File: src/rtl/core/assert_macros.svh
// Assertion macros used by the RTL of the hysteresis gate.
// No dependencies; include with the bare file name.
`ifndef ASSERT_MACROS_SVH
`define ASSERT_MACROS_SVH

// Condition must hold at every clock edge outside reset.
`define ASSERT_ALWAYS(lbl, clk, rst, expr) \
   lbl: assert property (@(posedge clk) disable iff (rst) (expr)) \
      else $error("assertion failed: always");

// Consequent must hold in the same cycle as the antecedent.
`define ASSERT_SAME(lbl, clk, rst, ante, cons) \
   lbl: assert property (@(posedge clk) disable iff (rst) (ante) |-> (cons)) \
      else $error("assertion failed: same-cycle implication");

// Consequent must hold in the cycle after the antecedent.
`define ASSERT_NEXT(lbl, clk, rst, ante, cons) \
   lbl: assert property (@(posedge clk) disable iff (rst) (ante) |=> (cons)) \
      else $error("assertion failed: next-cycle implication");

`endif

File: src/rtl/core/sshg_pkg.sv
// Package for the speech segment hysteresis gate: widths, register map,
// reset values and the configuration and state structs. No dependencies.
`default_nettype none

package sshg_pkg;

   localparam int PROB_W  = 16;
   localparam int POS_W   = 32;
   localparam int WIN_W   = 13;
   localparam int LEN_W   = 20;
   localparam int ADDR_W  = 5;
   localparam int DATA_W  = 32;

   localparam logic [PROB_W-1:0] THRESHOLD_RST   = 16'd32768;
   localparam logic [PROB_W-1:0] MARGIN_RST      = 16'd9830;
   localparam logic [WIN_W-1:0]  WINDOW_RST      = 13'd512;
   localparam logic [LEN_W-1:0]  MIN_SPEECH_RST  = 20'd4000;
   localparam logic [LEN_W-1:0]  MIN_SILENCE_RST = 20'd8000;

   typedef enum logic [2:0] {
      REG_THRESHOLD   = 3'd0,
      REG_MARGIN      = 3'd1,
      REG_WINDOW      = 3'd2,
      REG_MIN_SPEECH  = 3'd3,
      REG_MIN_SILENCE = 3'd4
   } sshg_reg_type;

   typedef struct packed {
      logic [PROB_W-1:0] threshold;
      logic [PROB_W-1:0] release_margin;
      logic [WIN_W-1:0]  window_length;
      logic [LEN_W-1:0]  min_speech_length;
      logic [LEN_W-1:0]  min_silence_length;
   } sshg_cfg_type;

   typedef struct packed {
      logic [POS_W-1:0] position;
      logic [POS_W-1:0] start_mark;
      logic [POS_W-1:0] end_mark;
      logic             speaking;
   } sshg_state_type;

endpackage

`default_nettype wire

File: src/rtl/core/speech_segment_hysteresis_gate_unit.sv
// Top level of the speech segment hysteresis gate: input register, decision
// logic, gate state and result register. Depends on sshg_pkg, sshg_csr,
// sshg_decide and assert_macros.svh.
`default_nettype none
`include "assert_macros.svh"

// One speech probability (unsigned Q0.16) enters per req transfer and yields
// exactly one is_speech result on rsp, in order. The block takes a new window
// every cycle while rsp is not stalled. A window taken into the input register
// passes through the decision compare and position add into the result
// register once the result register is free, and its result is then presented
// on rsp. The gate state (position, start and end marks, speaking flag) is
// updated as each window leaves the input register, so back-to-back windows
// see each other's effect without bubbles. A stall on rsp holds the result
// register; req_tready drops only while both registers are full and rsp is
// stalled.
// Registers sit at byte offsets 0x00 threshold, 0x04 release margin,
// 0x08 window length, 0x0C minimum speech length, 0x10 minimum silence
// length; write them only while no window is in flight.
module speech_segment_hysteresis_gate_unit (
   input  wire                          clock,
   input  wire                          reset,
   input  wire                          req_tvalid,
   output logic                         req_tready,
   input  wire  [15:0]                  req_tdata,   // [15:0] speech_prob
   output logic                         rsp_tvalid,
   input  wire                          rsp_tready,
   output logic [7:0]                   rsp_tdata,   // [0] is_speech, [7:1] zero
   input  wire                          csr_psel,
   input  wire                          csr_penable,
   input  wire                          csr_pwrite,
   input  wire  [sshg_pkg::ADDR_W-1:0]  csr_paddr,
   input  wire  [sshg_pkg::DATA_W-1:0]  csr_pwdata,
   output logic [sshg_pkg::DATA_W-1:0]  csr_prdata,
   output logic                         csr_pready
);
   import sshg_pkg::*;

   sshg_cfg_type      cfg;
   sshg_state_type    state_ff;
   sshg_state_type    state_in;
   logic              dec_speech;

   logic              in_valid_ff;
   logic              in_valid_in;
   logic [PROB_W-1:0] in_prob_ff;
   logic              out_valid_ff;
   logic              out_valid_in;
   logic              out_speech_ff;

   logic              out_free;
   logic              advance;
   logic              req_xfer;

   assign csr_pready = 1'b1;

   sshg_csr u_csr (
      .clock       (clock),
      .reset       (reset),
      .csr_psel    (csr_psel),
      .csr_penable (csr_penable),
      .csr_pwrite  (csr_pwrite),
      .csr_paddr   (csr_paddr),
      .csr_pwdata  (csr_pwdata),
      .csr_prdata  (csr_prdata),
      .cfg         (cfg)
   );

   sshg_decide u_decide (
      .cfg       (cfg),
      .cur       (state_ff),
      .prob      (in_prob_ff),
      .nxt       (state_in),
      .is_speech (dec_speech)
   );

   assign out_free   = !out_valid_ff || rsp_tready;
   assign advance    = in_valid_ff && out_free;
   assign req_tready = !in_valid_ff || out_free;
   assign req_xfer   = req_tvalid && req_tready;

   always_comb begin
      in_valid_in = in_valid_ff;
      if (req_tready) begin
         in_valid_in = req_tvalid;
      end
      out_valid_in = out_valid_ff;
      if (advance) begin
         out_valid_in = 1'b1;
      end else if (rsp_tready) begin
         out_valid_in = 1'b0;
      end
   end

   always_ff @(posedge clock) begin
      if (reset) begin
         in_valid_ff  <= 1'b0;
         out_valid_ff <= 1'b0;
         state_ff     <= '0;
      end else begin
         in_valid_ff  <= in_valid_in;
         out_valid_ff <= out_valid_in;
         if (advance) begin
            state_ff <= state_in;
         end
      end
   end

   always_ff @(posedge clock) begin
      if (req_xfer) begin
         in_prob_ff <= req_tdata[PROB_W-1:0];
      end
      if (advance) begin
         out_speech_ff <= dec_speech;
      end
   end

   assign rsp_tvalid = out_valid_ff;
   assign rsp_tdata  = {7'd0, out_speech_ff};

   // Speech turns on only together with a speech result entering the output.
   `ASSERT_SAME(a_rise_speech, clock, reset, $rose(state_ff.speaking),
      rsp_tvalid && rsp_tdata[0])
   // Speech turns off only together with a silence result entering the output.
   `ASSERT_SAME(a_fall_silence, clock, reset, $fell(state_ff.speaking),
      rsp_tvalid && !rsp_tdata[0])
   // A silence start is only tracked while speaking.
   `ASSERT_ALWAYS(a_end_mark_idle, clock, reset,
      state_ff.speaking || state_ff.end_mark == '0)
   // Position moves only when a window is decided.
   `ASSERT_NEXT(a_pos_hold, clock, reset, !advance,
      $stable(state_ff.position))

endmodule

`default_nettype wire

File: src/rtl/core/sshg_csr.sv
// Configuration register file of the hysteresis gate, APB-style access.
// Depends on sshg_pkg.
`default_nettype none

module sshg_csr (
   input  wire                          clock,
   input  wire                          reset,
   input  wire                          csr_psel,
   input  wire                          csr_penable,
   input  wire                          csr_pwrite,
   input  wire  [sshg_pkg::ADDR_W-1:0]  csr_paddr,
   input  wire  [sshg_pkg::DATA_W-1:0]  csr_pwdata,
   output logic [sshg_pkg::DATA_W-1:0]  csr_prdata,
   output sshg_pkg::sshg_cfg_type       cfg
);
   import sshg_pkg::*;

   sshg_cfg_type cfg_ff;
   sshg_cfg_type cfg_in;
   sshg_reg_type reg_sel;
   logic         wr_en;

   assign reg_sel = sshg_reg_type'(csr_paddr[ADDR_W-1:2]);
   assign wr_en   = csr_psel & csr_penable & csr_pwrite;

   always_comb begin
      cfg_in = cfg_ff;
      if (wr_en) begin
         unique case (reg_sel)
            REG_THRESHOLD:   cfg_in.threshold          = csr_pwdata[PROB_W-1:0];
            REG_MARGIN:      cfg_in.release_margin     = csr_pwdata[PROB_W-1:0];
            REG_WINDOW:      cfg_in.window_length      = csr_pwdata[WIN_W-1:0];
            REG_MIN_SPEECH:  cfg_in.min_speech_length  = csr_pwdata[LEN_W-1:0];
            REG_MIN_SILENCE: cfg_in.min_silence_length = csr_pwdata[LEN_W-1:0];
            default: ;
         endcase
      end
   end

   always_ff @(posedge clock) begin
      if (reset) begin
         cfg_ff.threshold          <= THRESHOLD_RST;
         cfg_ff.release_margin     <= MARGIN_RST;
         cfg_ff.window_length      <= WINDOW_RST;
         cfg_ff.min_speech_length  <= MIN_SPEECH_RST;
         cfg_ff.min_silence_length <= MIN_SILENCE_RST;
      end else begin
         cfg_ff <= cfg_in;
      end
   end

   always_comb begin
      unique case (reg_sel)
         REG_THRESHOLD:   csr_prdata = DATA_W'(cfg_ff.threshold);
         REG_MARGIN:      csr_prdata = DATA_W'(cfg_ff.release_margin);
         REG_WINDOW:      csr_prdata = DATA_W'(cfg_ff.window_length);
         REG_MIN_SPEECH:  csr_prdata = DATA_W'(cfg_ff.min_speech_length);
         REG_MIN_SILENCE: csr_prdata = DATA_W'(cfg_ff.min_silence_length);
         default:         csr_prdata = '0;
      endcase
   end

   assign cfg = cfg_ff;

endmodule

`default_nettype wire

File: src/rtl/core/sshg_decide.sv
// Per-window decision logic: next gate state and speech flag from the
// current state, the configuration and one probability. Depends on sshg_pkg.
`default_nettype none

module sshg_decide (
   input  sshg_pkg::sshg_cfg_type       cfg,
   input  sshg_pkg::sshg_state_type     cur,
   input  wire  [sshg_pkg::PROB_W-1:0]  prob,
   output sshg_pkg::sshg_state_type     nxt,
   output logic                         is_speech
);
   import sshg_pkg::*;

   logic [PROB_W-1:0] lo;
   logic              above;
   logic              below;
   logic [POS_W-1:0]  pos;
   logic [POS_W-1:0]  em_run;
   logic [POS_W-1:0]  speech_span;
   logic [POS_W-1:0]  silence_span;

   assign lo    = (cfg.release_margin >= cfg.threshold) ? '0
                : cfg.threshold - cfg.release_margin;
   assign above = prob > cfg.threshold;
   assign below = prob < cfg.threshold;
   assign pos   = cur.position + POS_W'(cfg.window_length);

   // em_run is only used on the silence branch, where above is false
   assign em_run       = (cur.end_mark == '0) ? pos : cur.end_mark;
   assign speech_span  = pos - cur.start_mark;
   assign silence_span = pos - em_run;

   always_comb begin
      nxt          = cur;
      nxt.position = pos;
      is_speech    = 1'b0;
      if (above && cur.end_mark != '0) begin
         nxt.end_mark = '0;
      end
      if (above && cur.start_mark == '0) begin
         nxt.start_mark = pos;
      end else if (above && !cur.speaking) begin
         if (speech_span >= POS_W'(cfg.min_speech_length)) begin
            nxt.speaking = 1'b1;
            is_speech    = 1'b1;
         end
      end else if (below && !cur.speaking) begin
         nxt.start_mark = '0;
         nxt.end_mark   = '0;
      end else if (cur.speaking && prob > lo) begin
         is_speech = 1'b1;
      end else if (below && cur.speaking) begin
         if (silence_span < POS_W'(cfg.min_silence_length)) begin
            nxt.end_mark = em_run;
            is_speech    = 1'b1;
         end else begin
            nxt.start_mark = '0;
            nxt.end_mark   = '0;
            nxt.speaking   = 1'b0;
         end
      end
   end

endmodule

`default_nettype wire
File: config.mk
export PLATFORM = sky130hd
export DESIGN_NAME = speech_segment_hysteresis_gate_unit
export DESIGN_NICKNAME = d
export VERILOG_FILES = /design/src/rtl/core/sshg_pkg.sv /design/src/rtl/core/speech_segment_hysteresis_gate_unit.sv /design/src/rtl/core/sshg_csr.sv /design/src/rtl/core/sshg_decide.sv
export VERILOG_INCLUDE_DIRS = /design/src /design/src/rtl/core
export SDC_FILE = /design/constraint.sdc
export NUM_CORES = 1
export LEC_CHECK = 0
export ABC_AREA = 1
export BUFFER_PORTS_ARGS = -buffer_cell sky130_fd_sc_hd__buf_4
export CAP_MARGIN = 20
export CORE_UTILIZATION = 25
export CTS_BUF_LIST = sky130_fd_sc_hd__clkbuf_16
export CTS_CLUSTER_DIAMETER = 30
export DETAILED_ROUTE_END_ITERATION = 6
export GPL_TIMING_DRIVEN = 0
export PLACE_DENSITY = 0.39
export REMOVE_ABC_BUFFERS = 1
export SYNTH_ARGS = -nofsm -noshare
export SYNTH_HDL_FRONTEND = slang
export SYNTH_SLANG_ARGS = --single-unit
File: constraint.sdc
create_clock -name clock -period 12.6 [get_ports clock]
set_input_delay 1.89 -clock clock [delete_from_list [all_inputs] [get_ports clock]]
set_output_delay 1.89 -clock clock [all_outputs]
set_load 0.05 [all_outputs]
==> impl_metrics.json, run 1 <==
{
  "syn_inst": 2395,
  "drv_slew": 0,
  "cellPowerDensity_mw_per_mm2": 146,
  "synthFlopType": "dfxtp_1",
  "rsz0062_at_grt": "no",
  "critPathLaunch": "state_ff[12]",
  "finClkSkew_ps": 25.6,
  "cts_setup_buffers": 0,
  "cts_buffers": 72,
  "yosysTopAreaCell": "dfxtp_1",
  "crit_fanout": 32,
  "max-vdd-ir-drop_v": 0.0000824,
  "hold_ws_ps": 466,
  "worst-endpoint-required_ps": 12960,
  "min_period_over_period": 0.583,
  "track_usage": 0.180,
  "clkTransAtPathRegs_ps": 40,
  "seqCellArea_mm2": 0.00419,
  "setup_slack_ps": 5250,
  "cts-root-buf": "clkbuf_16",
  "tightestPinTransition_ps": 1130,
  "max_freq_ghz": 0.136,
  "cts_resized": 0,
  "synthTopCellsByArea": "dfxtp_1, ha_1, nand2_1",
  "die_y_um": 259,
  "grt_pass1_vias": 16000,
  "grt_pass1_wl_um": 93400,
  "cts.htree.levels": 3,
  "hold_path.class": "reg -> reg",
  "cp_num_cells": 26,
  "drcViolationCount": 0,
  "r2r_end": "out_speech_ff",
  "dp_hpwl_um": 47300,
  "reg2reg_setup_slack_ps": 5250,
  "wl_per_cell_um": 17.9,
  "worst_skew_pair.late_latency_ps": 590,
  "multiInputGateArea_mm2": 0.0107,
  "synth_commonest_cells": "nand2_1, inv_1, a21oi_1",
  "initial_utilization": 0.255,
  "synth.most_common_cell": "nand2_1",
  "vias": 16200,
  "cp_num_buf_inv": 4,
  "place.gp.congestion": 0.876,
  "grt_max_degree": 118,
  "r2r-start": "state_ff[12]",
  "cts_tree": "done",
  "ant_nets": 0,
  "ys_warn_count": 0,
  "syn-cell-area_mm2": 0.0165,
  "relSlewSlack": 0.245,
  "synth-edff-count": 17,
  "power_uw": 2960,
  "crit_family": "simple AND/OR/NAND/NOR gates",
  "yosys_register_bits": 201,
  "syn_to_final_growth_pct": 23.1,
  "fp-row-count": 93,
  "ys_async_sr_fraction": 0,
  "drv_cap": 0,
  "crit_slowest_cell": "nor2_4",
  "wl_um": 60400,
  "fin_nets": 2691,
  "hold_buffers": 0,
  "finalSetupViolCount": 0,
  "cts_buffer_depth": 3,
  "setup.worst_path.end": "out_speech_ff",
  "startpoint_type": "register",
  "ys_seq_area_frac": 0.254,
  "hold_viol": 0,
  "status": "complete, no violations",
  "setup_tns_ps": 0,
  "cts_sinks": 201,
  "die_x_um": 259,
  "drt-initial-drc-count": 980,
  "vias_per_cell": 4.81,
  "min_period_ps": 7350,
  "num_io_pins": 103,
  "arrival_ps": 7710,
  "crit_path_end_kind": "register",
  "yosysUniqueCellTypes": 65,
  "place_ws_ps": 5110,
  "io_buffers": 68,
  "filler_cell_count": 6984,
  "first_pass_iters": 5,
  "grt.overflow.total": 0,
  "antenna_found_initial": 1,
  "syn_avg_cell_area_um2": 6.89,
  "dieArea_mm2": 0.0670,
  "crit_top_cell": "inv_1",
  "core-area_mm2": 0.0648,
  "synth.top_cell.area_share": 0.223,
  "drive_gt1_frac": 0.129,
  "worstSetupPathType": "reg -> reg",
  "crit_path_max_incr_delay_ps": 800,
  "p_leak_uw": 0.00894,
  "reg2reg_depth": 26
}
==> cell families after synthesis <==
| family | share of synthesized area |
|---|---|
| AOI/OAI and AO/OA | 0.225 |
| xor gates and xnor gates | 0.0334 |
| adders and majority gates | 0.128 |
| buffers and inverters | 0.106 |
| DFF | 0.254 |
| other | 0.000455 |
| and+or+nand+nor | 0.253 |
==> worst min-delay path, cell delays in order (launching register included) <==
cell	delay, ps
dfxtp_1	300
nand2_1	60
a21oi_1	50
==> cell type report <==
cell class                 instances  area share
tap                              855      0.0527
clock buffer                      75      0.0924
multi-input combinational       1793       0.525
timing repair buffer              80      0.0357
inverter                         317      0.0590
clock inverter                    56      0.0288
antenna                            1    0.000123
sequential                       201       0.207
==> routing by layer <==
metal  track usage  wire length (µm)
met1         0.247             29600
met2         0.286             27000
met3        0.0280              2470
met4        0.0588              1280
met5             0                 0
==> state kept, by name, summed over array words and instances, names as in the netlist <==
name	count
state_ff	97
rsp_tvalid	1
in_valid_ff	1
in_prob_ff	16
out_speech_ff	1
u_csr.cfg	85
==> worst min path at each step <==
| stage | end | slack [ps] | from | depth (start not counted) |
|---|---|---|---|---|
| CTS | state_ff[71] | 470 | state_ff[71] | 2 |
| global placement | state_ff[70] | 460 | state_ff[70] | 2 |
| floorplan | state_ff[65] | 440 | state_ff[65] | 2 |
| global route | state_ff[48] | 480 | state_ff[48] | 2 |
| finish | state_ff[71] | 470 | state_ff[71] | 2 |
| detailed placement | state_ff[72] | 460 | state_ff[72] | 2 |
==> cells in the final DEF, fill, tap and decap left out, types with 6 or more instances in the layout <==
cell type and n:
xnor2_1 20, clkinv_1 19, bufinv_16 11, inv_2 6, o21a_1 9, dfxtp_1 184, nand3_1 118, nand4_1 35
nor2_2 9, o21ai_1 15, a21oi_1 271, nor4_1 16, o211ai_1 17, o31ai_1 16, o22ai_1 18, nor2_1 180
a211oi_1 8, nand2_2 25, conb_1 20, edfxtp_1 17, a221oi_1 15, o21ai_0 177, nor3_1 31, xor2_1 41
clkbuf_16 75, a31oi_1 11, nand3b_1 7, a21oi_2 23, clkinv_2 12, nand2_1 428, buf_4 69, nand3_2 37
o21bai_1 18, a21o_1 9, ha_1 162, or2_2 6, inv_1 318
==> where the power goes <==
group | leakage, µW | internal, µW | switching (µW)
sequential | 0.00166 | 664 | 12.7
clock | 0.00125 | 1290 | 509
combinational | 0.00603 | 156 | 332
total | 0.00894 | 2110 | 853
==> per-stage QoR <==
step,utilization,area (µm²),cells
floorplan,-,16000,2311
global placement,0.271,17600,3234
detailed placement,0.275,17800,3246
CTS,0.313,20300,3377
global route,0.313,20300,3377
finish,0.313,20300,3378
(Power assumes the default switching activity.)
==> run 2: changes to the inputs <==
Clock period 12.6 ns to 7.4 ns, I/O delays scaled along.
==> impl_metrics.json, run 2 (synthesized netlist as in run 1, its figures left out) <==
{
  "arrival_ps": 7420,
  "wl_um": 60800,
  "mostFrequentLayoutCells": "nand2_1, inv_1, a21oi_1, dfxtp_1, nor2_1",
  "final_area_mm2": 0.0203,
  "relSlewSlack": 0.237,
  "syn_to_final_growth_pct": 23.2,
  "placed_cell_area_mm2": 0.0178,
  "ant_nets": 0,
  "startpoint_type": "register",
  "track_usage": 0.181,
  "crit_path_max_incr_delay_ps": 960,
  "hold_path.class": "reg -> reg",
  "dieArea_mm2": 0.0670,
  "regMostFlops": "state_ff",
  "final_common_cell": "nand2_1",
  "max_freq_ghz": 0.142,
  "max-vdd-ir-drop_v": 0.000140,
  "io_buffers": 68,
  "grt_max_degree": 118,
  "drive_gt1_frac": 0.131,
  "layout.cells.non_filler": 3381,
  "worstSetupPathType": "reg -> reg",
  "min_period_over_period": 0.953,
  "reg2reg_depth": 25,
  "min_to": "state_ff[71]",
  "worst_skew_pair.late_latency_ps": 590,
  "grt_pass1_vias": 16000,
  "finalSetupViolCount": 0,
  "reg2reg_setup_slack_ps": 350,
  "grt_pass1_wl_um": 93700,
  "cts_sinks": 201,
  "initial_utilization": 0.255,
  "tightestPinTransition_ps": 1140,
  "num_io_pins": 103,
  "holdPathStages": 2,
  "cts.htree.levels": 3,
  "cts-root-buf": "clkbuf_16",
  "r2r_end": "out_speech_ff",
  "vias": 16300,
  "crit_path_end_kind": "register",
  "drv_cap": 0,
  "crit_top_cell": "nand2_1",
  "cellPowerDensity_mw_per_mm2": 248,
  "r2r-start": "state_ff[12]",
  "cp_num_buf_inv": 1,
  "dp_hpwl_um": 47300,
  "worst-endpoint-required_ps": 7760,
  "clkTransAtPathRegs_ps": 40,
  "crit_family": "simple AND/OR/NAND/NOR gates",
  "hold_buffers": 0,
  "p_leak_uw": 0.00896,
  "core-area_mm2": 0.0648,
  "min-delay-start": "state_ff[71]",
  "crit_slowest_cell": "nor2_2",
  "cts_buffer_depth": 3,
  "fin_nets": 2694,
  "rsz0062_at_grt": "no",
  "first_pass_iters": 5,
  "drcViolationCount": 0,
  "status": "complete, no violations",
  "largest_reg_flops": 97,
  "cts_tree": "done",
  "die_y_um": 259,
  "min_period_ps": 7050,
  "wl_per_cell_um": 18.0,
  "die_x_um": 259,
  "place.gp.congestion": 0.876,
  "drt-initial-drc-count": 989,
  "finClkSkew_ps": 24.8,
  "drv_slew": 0,
  "hold_viol": 0,
  "fp-row-count": 93,
  "vias_per_cell": 4.82,
  "dpl.cell_count": 3246,
  "antenna_found_initial": 1,
  "cts_buffers": 72,
  "crit_fanout": 22,
  "grt.overflow.total": 0,
  "setup_tns_ps": 0
}
[run 2: power breakdown]
part	total, µW	switching (µW)	internal (µW)
logic	833	568	265
clock network	3060	869	2190
registers	1150	21.6	1130
total	5040	1460	3580
[run 2: layer usage]
layer,up-vias,share of wire,track usage
met3,74,0.045,0.0280
met1,7627,0.49,0.248
met2,318,0.45,0.288
met4,0,0.022,0.0588
li1,8273,-,-
met5,-,0,0
[run 2: metrics by stage]
stage                     power, µW  hold WS, ps  utilization  setup slack, ps
after global placement         1980          457        0.271            -1890
final                          5040          466        0.314              347
after global routing           5260          478        0.314             46.3
after detailed placement       2000          460        0.275            -85.6
after CTS                      5100          468        0.313              185
after floorplan                1710          443            -             1820
[run 2: worst max path at each step]
stage / to / cells after the start / startpoint / slack (ps)
6_report: out_speech_ff / 25 / state_ff[12] / 350
5_1_grt: out_speech_ff / 29 / u_csr.cfg[40] / 50
4_1_cts: out_speech_ff / 26 / state_ff[12] / 190
3_5_place_dp: out_speech_ff / 26 / state_ff[12] / -90
3_3_place_gp: out_speech_ff / 26 / state_ff[12] / -1890
2_1_floorplan: state_ff[54] / 28 / state_ff[32] / 1820
[run 2: layout make-up]
type	instances	area, µm²
fill	6984	44500
tap	855	1070
antenna	1	2.50
sequential	201	4190
clock buffer	75	1880
timing repair buffer	82	741
multi-input combinational	1794	10700
clock inverter	56	586
inverter	317	1200
[run 2: what timing repair did]
item	4_1_cts	5_1_grt
endpoints found under the setup margin	1	10
gates resized for setup	0	1
setup buffers	0	2
gates cloned	1	0
pin swaps	1	1
[run 2: worst min-delay path, stage by stage, from the launching register on]
cell and delay (ps):
dfxtp_1 300, nand2_1 60, a21oi_1 50
==> run 3: changes to the inputs <==
Settings changed: ABC_AREA 1 to unset, CAP_MARGIN 20 to unset, SYNTH_HIERARCHICAL set to 1.
==> impl_metrics.json, run 3 <==
{
  "ys_seq_area_frac": 0.240,
  "synth_compound_area_frac": 0.187,
  "p_sw_uw": 1380,
  "syn_to_final_growth_pct": 26.4,
  "power.internal_uw": 3560,
  "cts_buffers": 71,
  "synth-edff-count": 17,
  "synth.most_common_cell": "nand2b_1",
  "crit_top_cell": "nand4_1",
  "fp-row-count": 96,
  "tightestPinTransition_ps": 1180,
  "crit_path_max_incr_delay_ps": 560,
  "ant_nets": 0,
  "syn-cell-area_mm2": 0.0175,
  "num_io_pins": 103,
  "die_y_um": 266,
  "grt_max_degree": 195,
  "syn_avg_cell_area_um2": 8.25,
  "core-area_mm2": 0.0688,
  "rsz0062_at_grt": "no",
  "power_frac_clock": 0.616,
  "layout.cells.non_filler": 3190,
  "crit_slowest_cell": "or4b_4",
  "max-vdd-ir-drop_v": 0.000156,
  "track_usage": 0.167,
  "wl_per_cell_um": 18.6,
  "largest_reg_flops": 97,
  "drive_gt1_frac": 0.152,
  "final_util": 0.321,
  "ys_warn_count": 6,
  "synthFlopType": "dfxtp_1",
  "place.gp.congestion": 0.845,
  "final_common_cell": "nand2b_1",
  "hold_ws_ps": 473,
  "yosys_register_bits": 201,
  "die_x_um": 266,
  "status": "complete, no violations",
  "worst_skew_pair.late_latency_ps": 610,
  "max_freq_ghz": 0.141,
  "seq_power_share": 0.228,
  "p_sw_frac": 0.279,
  "cellPowerDensity_mw_per_mm2": 224,
  "min_period_ps": 7100,
  "dp_hpwl_um": 44000,
  "synthTopCellsByArea": "dfxtp_1, ha_1, mux2i_1",
  "synthMuxAreaShare": 0.111,
  "arrival_ps": 7410,
  "yosysTopAreaCell": "dfxtp_1",
  "crit_path_end_kind": "register",
  "worstSetupPathType": "reg -> reg",
  "io_buffers": 68,
  "place_ws_ps": -1750,
  "vias_per_cell": 4.91,
  "worst-endpoint-required_ps": 7710,
  "finClkSkew_ps": 31.7,
  "synth_commonest_cells": "nand2b_1, dfxtp_1, mux2i_1",
  "cts_buffer_depth": 3,
  "relSlewSlack": 0.207,
  "fin_nets": 2429,
  "setup_slack_ps": 303,
  "grt_pass1_wl_um": 91200,
  "crit_fanout": 8,
  "mostFrequentLayoutCells": "nand2b_1, dfxtp_1, mux2i_1, ha_1, inv_1",
  "hold_path.class": "reg -> reg",
  "min_period_over_period": 0.959,
  "drt-initial-drc-count": 997,
  "cts.htree.levels": 3,
  "syn_inst": 2118,
  "hold_viol": 0,
  "diodes": 0,
  "cts-root-buf": "clkbuf_16",
  "clkTransAtPathRegs_ps": 50,
  "cts_sinks": 201,
  "synth.top_cell.area_share": 0.211,
  "share_comb_of_total_power": 0.156,
  "initial_utilization": 0.254,
  "p_leak_uw": 0.00915,
  "grt.overflow.total": 0,
  "synth_fa_ha_area_frac": 0.122,
  "wl_um": 59500,
  "dpl.cell_count": 3019,
  "ys_async_sr_fraction": 0,
  "yosysUniqueCellTypes": 91,
  "synth_top_family_by_area": "simple AND/OR/NAND/NOR gates",
  "regMostFlops": "state_ff",
  "antenna_found_initial": 1,
  "grt_pass1_vias": 15600,
  "dieArea_mm2": 0.0709,
  "drcViolationCount": 0,
  "drv_cap": 0,
  "vias": 15700,
  "synth_xor_area_frac": 0.0441,
  "first_pass_iters": 5,
  "drv_slew": 0,
  "finalSetupViolCount": 0,
  "startpoint_type": "register",
  "synth_simple_gate_area_frac": 0.227,
  "cts_tree": "done",
  "hold_buffers": 0
}
[run 3: cell types whose count changed after synthesis, moves of 104 or more]
| cell | change |
|---|---|
| nand2_1 | -343 |
| a21oi_1 | -141 |
| o21ai_0 | -104 |
| nand2b_1 | +279 |
| mux2i_1 | +178 |
| inv_1 | -171 |
[run 3: worst paths after layout]
kind                 startpoint  slack [ps]            end  depth (start not counted)
setup / recovery  u_csr/cfg[40]         300  out_speech_ff                         30
hold / removal     state_ff[95]         470   state_ff[95]                          2
setup reg to reg  u_csr/cfg[40]         300  out_speech_ff                         30
hold reg to reg    state_ff[95]         470   state_ff[95]                          2
[run 3: kinds of logic after synthesis]
| kind of cell | Yosys count |
|---|---|
| AND/OR/NAND/NOR | 721 |
| AO/OA/AOI/OAI | 482 |
| buffers and inverters | 263 |
| flip-flops | 201 |
| multiplexers | 192 |
| adder cells (fa/ha/maj) | 168 |
| XOR/XNOR | 88 |
| other | 3 |
[run 3: critical path, delay by kind of cell (launching register included)]
family / cells / cell delay (ps)
XOR/XNOR: 2 / 430
AND/OR/NAND/NOR: 12 / 2460
buffers and inverters: 2 / 320
adder cells (fa/ha/maj): 4 / 1200
AO/OA/AOI/OAI: 10 / 2010
flip-flops: 1 / 350
[run 3: area by class of cell]
class | count | area [µm²]
Multi-Input combinational cell | 1677 | 12800
Clock buffer | 72 | 1800
Fill cell | 7251 | 46700
Inverter | 136 | 510
Timing Repair Buffer | 114 | 991
Clock inverter | 59 | 646
Sequential cell | 201 | 4200
Tap cell | 931 | 1160
[run 3: through the flow]
step | setup TNS (ps) | cell area, µm² | total power, µW
2_1_floorplan | -51710 | 16800 | 1610
3_3_place_gp | -398000 | 18500 | 1830
3_5_place_dp | -105390 | 18800 | 1820
4_1_cts | -12.5 | 21700 | 4970
5_1_grt | 0 | 22100 | 5120
6_report | 0 | 22100 | 4930
[run 3: what timing repair did]
action | CTS | global route
gates cloned | 4 | 2
setup endpoints to repair | 66 | 66
buffers inserted | 22 | 12
resized for setup | 56 | 52
pin swaps | 31 | 39
[run 3: per-layer routing]
layer | part of all wire | wire [µm] | global-route usage
met1 | 0.45 | 26900 | 0.213
met2 | 0.47 | 27900 | 0.277
met4 | 0.032 | 1920 | 0.0708
met5 | 0 | 0 | 0
met3 | 0.045 | 2690 | 0.0286
[run 3: power groups by stage]
stage                     clock network [µW]  logic, µW  registers (µW)
after global placement                     0        687            1140
final                                   3040        768            1130
after CTS                               3110        733            1130
after floorplan                            0        469            1140
after detailed placement                   0        681            1140
after global routing                    3160        835            1130
